$ cat config.mk
export PLATFORM = sky130hd
export DESIGN_NAME = msv_cell
export DESIGN_NICKNAME = d
export VERILOG_FILES = /design/src/rtl/msv_pkg.sv /design/src/rtl/msv_cell.sv
export SDC_FILE = /design/constraint.sdc
export NUM_CORES = 1
export LEC_CHECK = 0
export ABC_CLOCK_PERIOD_IN_PS = 2000
export BUFFER_PORTS_ARGS = -buffer_cell sky130_fd_sc_hd__buf_4
export CAP_MARGIN = 20
export CELL_PAD_IN_SITES_DETAIL_PLACEMENT = 0
export CELL_PAD_IN_SITES_GLOBAL_PLACEMENT = 1
export CORE_MARGIN = 10
export CORE_UTILIZATION = 33
export CTS_BUF_LIST = sky130_fd_sc_hd__clkbuf_4 sky130_fd_sc_hd__clkbuf_8
export DETAILED_ROUTE_END_ITERATION = 16
export GPL_ROUTABILITY_DRIVEN = 0
export PLACE_DENSITY_LB_ADDON = 0.1
export SYNTH_ARGS = -nofsm -noshare
export SYNTH_HDL_FRONTEND = slang
export SYNTH_SLANG_ARGS = --single-unit
$ cat constraint.sdc
create_clock -name clk -period 2 [get_ports clk]
set_input_delay 0 -clock clk [delete_from_list [all_inputs] [get_ports clk]]
set_output_delay 0 -clock clk [all_outputs]
set_load 0.02 [all_outputs]
$ cat src/rtl/msv_pkg.sv
package msv_pkg;

  // Field and register widths
  localparam int KIND_W     = 2;
  localparam int PIDX_W     = 4;
  localparam int INC_W      = 32;
  localparam int LEN_W      = 24;
  localparam int PCNT_W     = 5;
  localparam int MODE_W     = 2;
  localparam int SAMPLE_W   = 16;
  localparam int SMAG_W     = 15;
  localparam int CFG_IDX_W  = 3;
  localparam int CFG_DATA_W = 32;
  localparam int DIV_ITER_W = 6;

  // Item kinds
  localparam logic [KIND_W-1:0] KIND_TICK  = 2'd0;
  localparam logic [KIND_W-1:0] KIND_LOAD  = 2'd1;
  localparam logic [KIND_W-1:0] KIND_START = 2'd2;

  // Voice modes
  localparam logic [MODE_W-1:0] MODE_CONST = 2'd0;
  localparam logic [MODE_W-1:0] MODE_GLIDE = 2'd1;
  localparam logic [MODE_W-1:0] MODE_CHORD = 2'd2;

  // Register indexes
  localparam logic [CFG_IDX_W-1:0] REG_MODE        = 3'd0;
  localparam logic [CFG_IDX_W-1:0] REG_CONST_INC   = 3'd1;
  localparam logic [CFG_IDX_W-1:0] REG_GLIDE_START = 3'd2;
  localparam logic [CFG_IDX_W-1:0] REG_GLIDE_END   = 3'd3;
  localparam logic [CFG_IDX_W-1:0] REG_NOTE_LEN    = 3'd4;
  localparam logic [CFG_IDX_W-1:0] REG_PART_COUNT  = 3'd5;

  // Quarter-wave polynomial, Q30
  localparam longint SINE_Q30 = 64'sd1073741824;
  localparam longint SINE_C0  = 64'sd1686629713;
  localparam longint SINE_C1  = 64'sd693598668;
  localparam longint SINE_C2  = 64'sd85569306;
  localparam longint SINE_C3  = 64'sd5026995;
  localparam longint SINE_C4  = 64'sd172272;

  typedef struct packed {
    logic clear;
    logic shift;
    logic load;
  } cell_ctl_t;

  typedef struct packed {
    logic                  start;
    logic [DIV_ITER_W-1:0] iters;
  } div_req_t;

  // Magnitude of one quarter-wave point at distance d from the zero crossing
  function automatic logic [SMAG_W-1:0] sine_mag(input int d, input int tbits);
    longint x;
    longint x2;
    longint p;
    longint y;
    x  = longint'(d) <<< (30 - (tbits - 2));
    x2 = x * x / SINE_Q30;
    p  = SINE_C4;
    p  = SINE_C3 - p * x2 / SINE_Q30;
    p  = SINE_C2 - p * x2 / SINE_Q30;
    p  = SINE_C1 - p * x2 / SINE_Q30;
    p  = SINE_C0 - p * x2 / SINE_Q30;
    y  = p * x / SINE_Q30;
    if (y < 0) y = 0;
    y = (y * 32767 + SINE_Q30 / 2) / SINE_Q30;
    if (y > 32767) y = 32767;
    return SMAG_W'(y);
  endfunction

endpackage

$ cat src/rtl/msv_cell.sv
module msv_cell #(
  parameter int PHASE_BITS = 32
) (
  input  logic                       clk,
  input  logic                       rst_n,
  input  msv_pkg::cell_ctl_t         ctl,
  input  logic [msv_pkg::INC_W-1:0]  load_inc,
  input  logic [PHASE_BITS-1:0]      nb_phase,
  input  logic [msv_pkg::INC_W-1:0]  nb_inc,
  output logic [PHASE_BITS-1:0]      phase,
  output logic [msv_pkg::INC_W-1:0]  inc
);
  import msv_pkg::*;

  logic [PHASE_BITS-1:0] phase_r, phase_nxt;
  logic [INC_W-1:0]      inc_r, inc_nxt;

  // Clear on note start, take the neighbour's pair on a shift, take a new increment on load
  always_comb begin
    phase_nxt = phase_r;
    inc_nxt   = inc_r;
    priority if (ctl.clear) begin
      phase_nxt = '0;
    end else if (ctl.shift) begin
      phase_nxt = nb_phase;
      inc_nxt   = nb_inc;
    end else begin
      phase_nxt = phase_r;
    end
    if (ctl.load) begin
      inc_nxt = load_inc;
    end
  end

  always_ff @(posedge clk) begin
    if (!rst_n) begin
      phase_r <= '0;
      inc_r   <= '0;
    end else begin
      phase_r <= phase_nxt;
      inc_r   <= inc_nxt;
    end
  end

  assign phase = phase_r;
  assign inc   = inc_r;

endmodule

==> flow_metrics.tcl <==
set metrics [dict create \
    crit_type "primary input to flop" \
    grt-ovfl-total 0 \
    dieArea_um2 11500 \
    routedWlPerCell_um 15.5 \
    antenna_cells 0 \
    cts.path.max_buffers 2 \
    clkSinkCount 64 \
    grt_first_pass_wirelength_um 14800 \
    finalCritPeriodShare_pct 71.0 \
    fin_tns_setup_ns 0 \
    final_max_slew_viol_count 0 \
    maxCapViolations 0 \
    io_buffers 164 \
    coreArea_um2 7330 \
    synth_xor_area_share_pct 0 \
    cts_tree "built" \
    path_buf_inv 3 \
    max_stage_delay_ns 0.59 \
    layout_commonest_cell "buf_4" \
    avgSynthCellArea_um2 10.1 \
    fin_skew_ns 0 \
    p_leak_nw 2.35 \
    synth_fa_ha_area_share_pct 0 \
    start_kind "primary input" \
    cp_top_family "buffers and inverters" \
    slowest_stage "dlygate4sd3_1" \
    rsz0062_at_grt "false" \
    final_cell_mix "167 x buf_4, 97 x dlygate4sd3_1, 64 x mux2i_1, 64 x dfxtp_1" \
    grt_pass1_vias 2940 \
    drt-total-wl_um 9380 \
    antenna_found_initial 0 \
    worstMarginPinSlew_ns 0.572 \
    cp_max_fo 32 \
    worstPathRequired_ns 2.21 \
    hold_class "primary input to flop" \
    max_freq_ghz 0.704 \
    clock_latency_ns 0.32 \
    power.density_nw_per_um2 629 \
    syn2layout_area_growth_pct 96.6 \
    drtPass1Iterations 4 \
    hold_violations 0 \
    cts_resized 0 \
    cp_data_arrival_time_ns 1.63 \
    hold_ws_ns 0.0339 \
    ys.warnings.count 0 \
    htree_levels 3 \
    synth_top_family_by_area "multiplexers" \
    run_status "complete, no violations" \
    synth_compound_area_share_pct 12.8 \
    synth_cell_types 14 \
    muxShareOfSynthArea_pct 25.6 \
    fp-row-count 31 \
    fin_ws_ns 0.580 \
    chipHeight_um 107 \
    period_minus_slack_ns 1.42 \
    synthSimpleGateAreaFrac_pct 5.35 \
    die-width_um 107 \
    initial_core_util_pct 34.2 \
    ir_worst_vdd_v 0.000371 \
    setup_viol 0 \
    path_clk_slew_ns 0.07 \
    cp_cell_sequence "buf_4 -> and2b_2 -> buf_12 -> mux2i_1 -> a21oi_1 -> dlygate4sd3_1" \
    cts_root_buf "clkbuf_8" \
    drt_iter0_markers 82 \
    dp_slack_ns 0.803 \
    io_pins 165 \
    syn_nets 348 \
    dp_hpwl_um 6210 \
    drc 0 \
    slew_headroom_pct 61.9 \
    end_kind "flop" \
    cts_made_buffers 9 \
    ys_seq_elements 64 \
    grt_max_degree 65 \
    ant_nets 0 \
    drive_gt1_share_pct 36.3 \
    num_vias 2701 \
    synth_cells 247 \
    nets 604 \
    syn_area_um2 2500 \
    routed_via_density 4.46 \
    synth_seq_area_share_pct 51.2 \
    grt_usage_pct 15.9 \
]
==> routing by layer <==
metal | vias to the layer above | GRT usage, % | share of wire, %
li1 | 1366 | - | -
met1 | 1239 | 17.1 | 38
met2 | 87 | 28.2 | 53
met3 | 9 | 5.39 | 7.7
met4 | 0 | 6.00 | 1.1
met5 | - | 0 | 0
==> state kept, by name, indices dropped and copies added (netlist names) <==
signal / cells
inc: 32
phase: 32
==> cell usage after synthesis <==
cell      instances  area [um2]
dfxtp_1          64        1280
buf_1             1        3.75
clkinv_1          1        3.75
and2b_1           1        7.51
o21ai_0          32         160
a21oi_1          32         160
buf_4             1        7.51
mux2i_1          64         641
nand2b_1          1        6.26
buf_8             3        45.0
nor2_1           32         120
buf_6             1        11.3
clkbuf_1         11        41.3
buf_2             3        15.0
==> worst min-delay path, delay by kind of cell <==
| family | cells | cell delay [ns] |
|---|---|---|
| and+or+nand+nor | 2 | 0.23 |
| buffers and inverters | 1 | 0.08 |
==> logic make-up after synthesis <==
group	after synthesis
flip-flops	64
AO/OA/AOI/OAI	64
AND/OR/NAND/NOR	34
buffers and inverters	21
multiplexers	64
==> power by group <==
part / total, W / switching [W] / leakage [nW] / internal, W
Combinational: 0.000740 / 0.000303 / 1.73 / 0.000438
Sequential: 0.00138 / 0.0000347 / 0.527 / 0.00134
Clock: 0.000975 / 0.000473 / 0.0947 / 0.000502
==> final timing paths <==
path              from         to  slack, ns  depth (start not counted)
min             ctl[2]   phase[0]       0.03                          3
max             ctl[1]     inc[8]       0.58                          6
max reg2reg    inc[29]    inc[29]       0.75                          3
min reg2reg  phase[20]  phase[20]       0.49                          2
==> timing repair <==
| action | CTS | global route |
|---|---|---|
| hold endpoints to repair | 64 | 0 |
| buffers inserted | 0 | 0 |
| hold buffers | 97 | 0 |
==> per-stage QoR <==
stage / instance area (um2) / total power, W / util, % / std cells
2_1_floorplan: 2500 / 0.00168 / - / 247
3_3_place_gp: 3780 / 0.00197 / 51.5 / 494
3_5_place_dp: 3780 / 0.00198 / 51.5 / 494
4_1_cts: 4920 / 0.00313 / 67.1 / 606
5_1_grt: 4920 / 0.00325 / 67.1 / 606
6_report: 4920 / 0.00309 / 67.1 / 606
==> cell type report <==
class | count | area [um2]
multi-input cells | 162 | 1100
clock buffers | 11 | 151
clock inverters | 4 | 20.0
fillers | 620 | 2410
flip-flops and latches | 64 | 1280
well taps | 99 | 124
inverters | 1 | 3.75
repair buffers | 265 | 2240
Power figures use the tool's default switching activity.
