<file path="src/rtl/msv_pkg.sv">
package msv_pkg;

  // Field and register widths
  localparam int KIND_W     = 2;
  localparam int PIDX_W     = 4;
  localparam int INC_W      = 32;
  localparam int LEN_W      = 24;
  localparam int PCNT_W     = 5;
  localparam int MODE_W     = 2;
  localparam int SAMPLE_W   = 16;
  localparam int SMAG_W     = 15;
  localparam int CFG_IDX_W  = 3;
  localparam int CFG_DATA_W = 32;
  localparam int DIV_ITER_W = 6;

  // Item kinds
  localparam logic [KIND_W-1:0] KIND_TICK  = 2'd0;
  localparam logic [KIND_W-1:0] KIND_LOAD  = 2'd1;
  localparam logic [KIND_W-1:0] KIND_START = 2'd2;

  // Voice modes
  localparam logic [MODE_W-1:0] MODE_CONST = 2'd0;
  localparam logic [MODE_W-1:0] MODE_GLIDE = 2'd1;
  localparam logic [MODE_W-1:0] MODE_CHORD = 2'd2;

  // Register indexes
  localparam logic [CFG_IDX_W-1:0] REG_MODE        = 3'd0;
  localparam logic [CFG_IDX_W-1:0] REG_CONST_INC   = 3'd1;
  localparam logic [CFG_IDX_W-1:0] REG_GLIDE_START = 3'd2;
  localparam logic [CFG_IDX_W-1:0] REG_GLIDE_END   = 3'd3;
  localparam logic [CFG_IDX_W-1:0] REG_NOTE_LEN    = 3'd4;
  localparam logic [CFG_IDX_W-1:0] REG_PART_COUNT  = 3'd5;

  // Quarter-wave polynomial, Q30
  localparam longint SINE_Q30 = 64'sd1073741824;
  localparam longint SINE_C0  = 64'sd1686629713;
  localparam longint SINE_C1  = 64'sd693598668;
  localparam longint SINE_C2  = 64'sd85569306;
  localparam longint SINE_C3  = 64'sd5026995;
  localparam longint SINE_C4  = 64'sd172272;

  typedef struct packed {
    logic clear;
    logic shift;
    logic load;
  } cell_ctl_t;

  typedef struct packed {
    logic                  start;
    logic [DIV_ITER_W-1:0] iters;
  } div_req_t;

  // Magnitude of one quarter-wave point at distance d from the zero crossing
  function automatic logic [SMAG_W-1:0] sine_mag(input int d, input int tbits);
    longint x;
    longint x2;
    longint p;
    longint y;
    x  = longint'(d) <<< (30 - (tbits - 2));
    x2 = x * x / SINE_Q30;
    p  = SINE_C4;
    p  = SINE_C3 - p * x2 / SINE_Q30;
    p  = SINE_C2 - p * x2 / SINE_Q30;
    p  = SINE_C1 - p * x2 / SINE_Q30;
    p  = SINE_C0 - p * x2 / SINE_Q30;
    y  = p * x / SINE_Q30;
    if (y < 0) y = 0;
    y = (y * 32767 + SINE_Q30 / 2) / SINE_Q30;
    if (y > 32767) y = 32767;
    return SMAG_W'(y);
  endfunction

endpackage

</file>
<file path="src/rtl/msv_divider.sv">
module msv_divider #(
  parameter int DVD_W = 56,
  parameter int DVS_W = 24
) (
  input  logic               clk,
  input  logic               rst_n,
  input  msv_pkg::div_req_t  req,
  input  logic [DVD_W-1:0]   dividend,
  input  logic [DVS_W-1:0]   divisor,
  output logic               busy,
  output logic [DVD_W-1:0]   quotient
);
  import msv_pkg::*;

  logic [DVD_W-1:0]      quo_r;
  logic [DVS_W-1:0]      rem_r;
  logic [DVS_W-1:0]      dvs_r;
  logic [DIV_ITER_W-1:0] cnt_r, cnt_nxt;
  logic                  busy_r, busy_nxt;
  logic [DVS_W:0]        rem_sh;
  logic [DVS_W:0]        rem_sub;
  logic                  ge;

  // One restoring step: shift in the next dividend bit, subtract if it fits
  assign rem_sh  = {rem_r, quo_r[DVD_W-1]};
  assign rem_sub = rem_sh - {1'b0, dvs_r};
  assign ge      = rem_sh >= {1'b0, dvs_r};

  always_comb begin
    cnt_nxt  = cnt_r;
    busy_nxt = busy_r;
    if (req.start) begin
      cnt_nxt  = req.iters;
      busy_nxt = 1'b1;
    end else if (busy_r) begin
      cnt_nxt  = cnt_r - DIV_ITER_W'(1);
      busy_nxt = cnt_r != DIV_ITER_W'(1);
    end
  end

  always_ff @(posedge clk) begin
    if (!rst_n) begin
      cnt_r  <= '0;
      busy_r <= 1'b0;
    end else begin
      cnt_r  <= cnt_nxt;
      busy_r <= busy_nxt;
    end
  end

  // Datapath: quotient bits enter at the bottom as the dividend leaves the top
  always_ff @(posedge clk) begin
    if (req.start) begin
      quo_r <= dividend;
      rem_r <= '0;
      dvs_r <= divisor;
    end else if (busy_r) begin
      quo_r <= {quo_r[DVD_W-2:0], ge};
      rem_r <= ge ? rem_sub[DVS_W-1:0] : rem_sh[DVS_W-1:0];
    end
  end

  assign busy     = busy_r;
  assign quotient = quo_r;

endmodule

</file>
<file path="config.mk">
export PLATFORM = sky130hd
export DESIGN_NAME = msv_divider
export DESIGN_NICKNAME = d
export VERILOG_FILES = /design/src/rtl/msv_pkg.sv /design/src/rtl/msv_divider.sv
export SDC_FILE = /design/constraint.sdc
export NUM_CORES = 1
export LEC_CHECK = 0
export BUFFER_PORTS_ARGS = -buffer_cell sky130_fd_sc_hd__buf_2
export CAP_MARGIN = 10
export CORE_MARGIN = 4
export CORE_UTILIZATION = 35
export DETAILED_ROUTE_END_ITERATION = 12
export PLACE_DENSITY_LB_ADDON = 0.2
export RECOVER_POWER = 50
export SLEW_MARGIN = 0
export SYNTH_ARGS = -nofsm -noshare
export SYNTH_HDL_FRONTEND = slang
export SYNTH_SLANG_ARGS = --single-unit
</file>
<file path="constraint.sdc">
create_clock -name clk -period 2.8 [get_ports clk]
set_input_delay 0.28 -clock clk [delete_from_list [all_inputs] [get_ports clk]]
set_output_delay 0.28 -clock clk [all_outputs]
set_load 0.005 [all_outputs]
</file>
==> impl_results.md, run 1 <==
* Avg Cell Area, Syn at ~12 µm²
* Net Switching at 0.00125 W
* Endpoints failing setup at 0
* Avg WL per Cell at 15.4 µm
* Worst min-delay path category: in -> reg
* Internal power at 0.00306 W
* Area grow syn2layout at 23.7%
* DRC errors left at 0
* Layout cell share with drive strength beyond 1 at 36.1%
* GR Overflow Total at 0
* Final WS setup at 66.2 ps
* Clock transition at path regs at 80 ps
* Worst setup SP type: flop
* Status: completed
* Pre-CTS WS at -10.3 ps
* Initial Util at 35.6%
* Root buf cell: clkbuf_16
* Die width at roughly 140 µm
* Synth Flop Type: edfxtp_1
* Hold-fix buffers, CTS at 0
* Pwr/cell area at roughly 600 nW/µm²
* Crit path DAT at 3000 ps
* CTS tree: yes
* Type of the worst setup path: reg -> reg
* Crit path from: quotient[55]
* Pin count of the biggest net entering global routing at 57
* DRT Wirelength at 13400 µm
* CP endpoint kind: flop
* Final Util at between 40% and 50%
* Pre-antenna DRT Iters at 4
* NumNets Final at 762
* Aggregate global-route resource usage at 14.7%
* FF-to-FF End: rem_r[16]
* Die height at 137 µm
* Period minus WS final at ~2700 ps
* Synthesized cell area at around 5900 µm²
* Worst skew pair latency at between 300 and 400 ps
* Tcrit/Tclk final at 97.6%
* Pwr Total at around 0.0043 W
* Synth area leaders: edfxtp_1 (41%), mux2_2 (11%), dfxtp_1 (11%), ha_1 (5.6%), mux2i_1 (3.4%)
* Post-DRT Antenna Nets at 0
* IO buf count at 145
* Sw frac at between 20% and 30%
* Hold_ws at between 90 and 100 ps
* Syn Inst Count at 494
* RSZ-0062 raised after global routing: yes
* Final max-slew violation count at 0
* Slew headroom at about 66%
* Worst endpoint required time at 3060 ps
* IO Count at about 150
* Leakage power at between 2 and 3 nW
* Syn. warnings at 0
* DR vias at 4249
* Leading area contributor after synthesis: edfxtp_1
* Num CTS Buffers at 9
* Post-synth EDFFs at 80
* Vias in the first global route at 4490
* CTS max path bufs at 2
* Register area share after synthesis at 51.6%
* Logic pwr share at 23.2%
* Worst Max-Slew Pin Slew at a little over 500 ps
* Max-Cap Viols at 0
* Area share of the largest cell type after synthesis at between 40 and 50%
* Number of synthesized register bits at 111
* Asr flop ratio synth at 0%
* Max Fclk at about 0.37 GHz
* CP Max Fanout at 3
* DP HPWL at approximately 9800 µm
* Initial antenna violation count at 2
* FF-to-FF Start: quotient[55]
* Die area at 18900 µm²
* Clock Power Share at 29.5%
* Row count at 47
* Starting DRC count in detailed routing at 213
* Reg power frac at 47.3%
* Core box area at 16500 µm²
* GP Congestion at 0.847
* Clock sink count at 111
* Final Skew at roughly 10 ps
* Setup TNS at 0 ps
* Hold Violations, Final at 0
* Post-synth cell types at 52
* Flop-to-flop setup slack at 70 ps
* FF-to-FF path depth at 13
* Synth Net Count at 610
* First-pass GRT wire length at around 22000 µm
* Peak supply drop at 0.000333 V
* Worst setup path end: rem_r[16]
* Via/cell ratio at ~5
* H-tree levels at 3
## layout by cell type, fill, tap and decap left out, drive strengths merged, types with 2 or more instances in the layout
master  instances
o21ai          20
o211ai          2
o21bai          2
xnor2          14
a211oi         22
and3            3
clkinv          3
nor3b           3
nand4           7
mux2i          20
xor2           13
inv            36
a31oi           7
nand2b          5
buf           131
a21o            5
a21oi          26
mux2           56
nor2b           5
dfxtp          31
edfxtp         80
nor2           36
nand2          27
clkbuf         46
ha             26
nor3            2
o311ai          2
o21a            2
and2            4
nand3           3
## state kept, by name, summed over array words and instances, names as in the netlist
| register | count |
|---|---|
| busy | 1 |
| quotient | 56 |
| rem_r | 24 |
| cnt_r | 6 |
| dvs_r | 24 |
## cell families after synthesis
| family | synth area share (%) |
|---|---|
| AO/OA/AOI/OAI | 11.3 |
| flip-flops | 51.6 |
| adder cells (fa/ha/maj) | 5.90 |
| buffers and inverters | 4.77 |
| AND/OR/NAND/NOR | 8.16 |
| multiplexers | 14.2 |
| XOR/XNOR | 4.04 |
## Yosys cell counts (3+ instances only)
cell      number
buf_1          3
clkbuf_1      14
nor2_1        36
and3_1         3
buf_2          5
a21oi_1       23
nand4_1        6
o21ai_1        5
a31oi_1        6
dfxtp_1       31
and2_1         4
xor2_1        13
edfxtp_1      80
nor3b_1        3
a211oi_1      22
ha_1          26
o21ai_0       12
xnor2_1       14
nand2_1       27
nand2b_1       5
nor2b_1        5
mux2i_1       20
nand3_1        3
mux2_2        56
inv_1         32
a21o_1         5
o21ai_2        3
## per-layer routing
layer / wire length (µm) / track usage [%] / up-vias
met5: 19 / 0 / -
met4: 170 / 4.05 / 2
met3: 1170 / 6.28 / 13
met2: 6150 / 23.3 / 116
met1: 5930 / 18.4 / 2012
li1: - / - / 2106
## layout make-up
class / count / area [µm²]
Inverter: 32 / 120
Sequential cell: 111 / 3020
Fill cell: 1612 / 9220
Clock inverter: 7 / 62.6
Multi-Input combinational cell: 324 / 2640
Antenna cell: 1 / 2.50
Timing Repair Buffer: 168 / 892
Clock buffer: 9 / 225
Tap cell: 220 / 275
## power groups by stage
stage	Sequential [W]	Clock [W]	Combinational, W
floorplan	0.00206	0	0.000659
finish	0.00204	0.00127	0.00100
CTS	0.00204	0.00132	0.000990
global route	0.00206	0.00138	0.00112
global placement	0.00207	0	0.000971
detailed placement	0.00207	0	0.000980
## stage by stage
| step | area [µm²] | cells |
|---|---|---|
| finish | 7240 | 872 |
| global route | 7240 | 872 |
| CTS | 7190 | 869 |
| detailed placement | 6890 | 852 |
| global placement | 6890 | 852 |
| floorplan | 5850 | 494 |
## timing repair
item	4_1_cts	5_1_grt
gates resized for setup	1	19
setup buffers	1	2
pin swaps	0	12
endpoints found under the setup margin	2	22
gates cloned	0	0
hold endpoints to repair	0	0
## worst min-delay path by stage
stage | start | to | slack [ps] | cells after the start
floorplan | divisor[0] | dvs_r[0] | 380 | 0
global placement | divisor[3] | dvs_r[3] | 460 | 1
detailed placement | divisor[9] | dvs_r[9] | 460 | 1
CTS | divisor[3] | dvs_r[3] | 80 | 1
global route | divisor[3] | dvs_r[3] | 80 | 1
finish | divisor[3] | dvs_r[3] | 100 | 1
## critical path, cell delays in order, from the launching register on
cell	delay (ps)
edfxtp_1	350
inv_1	50
ha_2	190
fa_2	340
and2b_1	260
o2111ai_2	160
and3_4	220
o41ai_2	300
buf_4	180
a21o_1	120
a21oi_2	50
xnor2_1	140
mux2i_1	90
a211oi_1	200
No activity file was read; power rests on OpenSTA's default activity.
==> run 2, diff against run 1 <==
--- a/config.mk
+++ b/config.mk
@@ -8,7 +8,8 @@
 export BUFFER_PORTS_ARGS = -buffer_cell sky130_fd_sc_hd__buf_2
 export CAP_MARGIN = 10
 export CORE_MARGIN = 4
-export CORE_UTILIZATION = 35
+export CORE_UTILIZATION = 45
+export CTS_BUF_LIST = sky130_fd_sc_hd__clkbuf_8
 export DETAILED_ROUTE_END_ITERATION = 12
 export PLACE_DENSITY_LB_ADDON = 0.2
 export RECOVER_POWER = 50
==> run 2 against run 1 <==
Compared with the run above: the flow now finishes with violations (max-capacitance violations, max-slew violations); sequential share of layout area is 0.90 points higher; sequential cell count stayed put; critical path type unchanged; routed wire length fell by 4.4%; global-route usage up 3.3 points; worst setup slack better by 94 ps; total power down 8.0%; non-clock buffer count is 3 lower; hold slack lost 49 ps; clock power shrank 27%; clock skew grew 1.3 ps.
==> impl_results.md, run 2 (same netlist as run 1, synthesis figures left out) <==
* Status: complete, but fails checks (was completed)
* Failing checks: max-capacitance violations, max-slew violations
* DP HPWL at 9430 µm (was 9830 µm)
* Area of the multi-input gates at 2660 µm² (was 2640 µm²)
* Peak supply drop at 0.000348 V (was 0.000333 V)
* CP endpoint kind: flop (unchanged)
* GR Overflow Total at 0 (unchanged)
* Num CTS Buffers at 9 (unchanged)
* CP Max Fanout at 7 (was 3)
* Post-DRT Antenna Nets at 0 (unchanged)
* Pwr/cell area at 560 nW/µm² (was 596 nW/µm²)
* Die area at 14900 µm² (was 18900 µm²)
* First-pass GRT wire length at 21100 µm (was 22100 µm)
* DRT Wirelength at 12800 µm (was 13400 µm)
* Max reg flops at 56 (unchanged)
* Worst min-delay path category: in -> reg (unchanged)
* Final Skew at 11.4 ps (was 10.1 ps)
* Initial antenna violation count at 1 (was 2)
* Clock sink count at 111 (unchanged)
* Row count at 41 (was 47)
* Aggregate global-route resource usage at 18.0% (was 14.7%)
* Most common cell after layout, fill and taps aside: buf_2 (unchanged)
* DRC errors left at 0 (unchanged)
* Reg area at 3020 µm² (about the same)
* Avg WL per Cell at 15.7 µm (was 15.4 µm)
* Finished Cell Area at 7090 µm² (was 7240 µm²)
* Pin count of the biggest net entering global routing at 57 (unchanged)
* DR vias at 4189 (was 4249)
* Die width at 122 µm (was 137 µm)
* Worst Max-Slew Pin Slew at 1940 ps (was 513 ps)
* Starting DRC count in detailed routing at 114 (was 213)
* Layout fillers at 1146 (was 1612)
* GP Congestion at 0.902 (was 0.847)
* Die height at 122 µm (was 137 µm)
* Endpoints failing setup at 0 (unchanged)
* Placed cell area at 6830 µm² (was 6890 µm²)
* Pre-antenna DRT Iters at 4 (unchanged)
* NumNets Final at 759 (was 762)
* Via/cell ratio at 5.10 (was 4.87)
* Worst skew pair latency at 400 ps (was 350 ps)
* RSZ-0062 raised after global routing: yes (unchanged)
* Max-Cap Viols at 2 (was 0)
* Crit path DAT at 2950 ps (was 3000 ps)
* Vias in the first global route at 4417 (was 4490)
* Leakage power at 2.94 nW (was 2.92 nW)
* Type of the worst setup path: reg -> reg (unchanged)
* Root buf cell: clkbuf_8 (was clkbuf_16)
* Slew headroom at -29.1% (was 65.8%)
* Worst setup SP type: flop (unchanged)
* Hold Violations, Final at 0 (unchanged)
* IO Count at 146 (unchanged)
* Max Fclk at 0.379 GHz (was 0.366 GHz)
* Final Util at 55.9% (was 44.0%)
* Area grow syn2layout at 21.0% (was 23.7%)
* Period minus WS final at 2640 ps (was 2730 ps)
* Core box area at 12700 µm² (was 16500 µm²)
* Final max-slew violation count at 81 (was 0)
* Tcrit/Tclk final at 94.3% (was 97.6%)
* IO buf count at 145 (unchanged)
* Worst endpoint required time at 3120 ps (was 3060 ps)
* Hold-fix buffers, CTS at 0 (unchanged)
* Initial Util at 46.2% (was 35.6%)
* Pwr Total at 0.00397 W (was 0.00432 W)
* CTS tree: yes (unchanged)
* Commonest non-fill, non-tap cells in the layout: buf_2 (133), edfxtp_1 (80), mux2_2 (56), nor2_1 (36), inv_1 (33) (was buf_2 (107), edfxtp_1 (80), mux2_2 (56), clkbuf_1 (37), nor2_1 (35))
* CTS max path bufs at 2 (unchanged)
* Clock transition at path regs at 110 ps (was 80 ps)
* Layout cell share with drive strength beyond 1 at 39.4% (was 36.1%)
* H-tree levels at 3 (unchanged)
run 2: area by class of cell:
type                       instances  area share [%]
antenna                            1          0.0353
clock buffer                       9            1.75
clock inverter                     7           0.795
inverter                          32            1.70
multi-input combinational        324            37.6
sequential                       111            42.7
tap                              172            3.04
timing repair buffer             165            12.4
run 2: per-stage QoR:
stage | cells | TNS (ps) | hold WS (ps) | worst slack, ps
floorplan | 494 | 0 | 379 | 159
global placement | 803 | 0 | 458 | 0.205
detailed placement | 803 | -29.2 | 458 | -29.2
CTS | 819 | 0 | 16.6 | 14.7
global route | 820 | -28.8 | 8.45 | -11.2
finish | 821 | 0 | 50.2 | 160
run 2: path summary, 6_finish.rpt:
| check | from | endpoint | slack (ps) | cells after the start |
|---|---|---|---|---|
| hold reg to reg | rem_r[5] | rem_r[5] | 510 | 2 |
| setup / recovery | rem_r[19] | rem_r[3] | 160 | 10 |
| hold / removal | divisor[6] | dvs_r[6] | 50 | 1 |
| setup reg to reg | rem_r[19] | rem_r[3] | 160 | 10 |
run 2: metal layers:
metal,vias to the layer above,track usage [%],routed length [µm]
met3,17,8.87,1160
met5,-,0,20
met1,1958,20.7,5410
li1,2105,-,-
met4,2,5.60,184
met2,107,29.7,6080
run 2: critical path: stages, from the launching register on:
cell and delay (ps):
dfxtp_1 350, ha_1 410, and3_1 260, a31oi_4 210, o311ai_2 130, a21oi_2 150
o21ai_2 90, a211o_4 400, buf_4 200, mux2i_1 120, a211oi_1 240
run 2: what timing repair did:
| item | in CTS | in global routing |
|---|---|---|
| pin swaps | 1 | 2 |
| endpoints found under the setup margin | 8 | 22 |
| setup buffers | 0 | 1 |
| resized for setup | 5 | 20 |
run 2: power by group:
part	leakage [nW]	switching, W	internal (W)
registers	1.05	0.0000910	0.00195
logic	1.79	0.000509	0.000496
clock network	0.0969	0.000590	0.000339
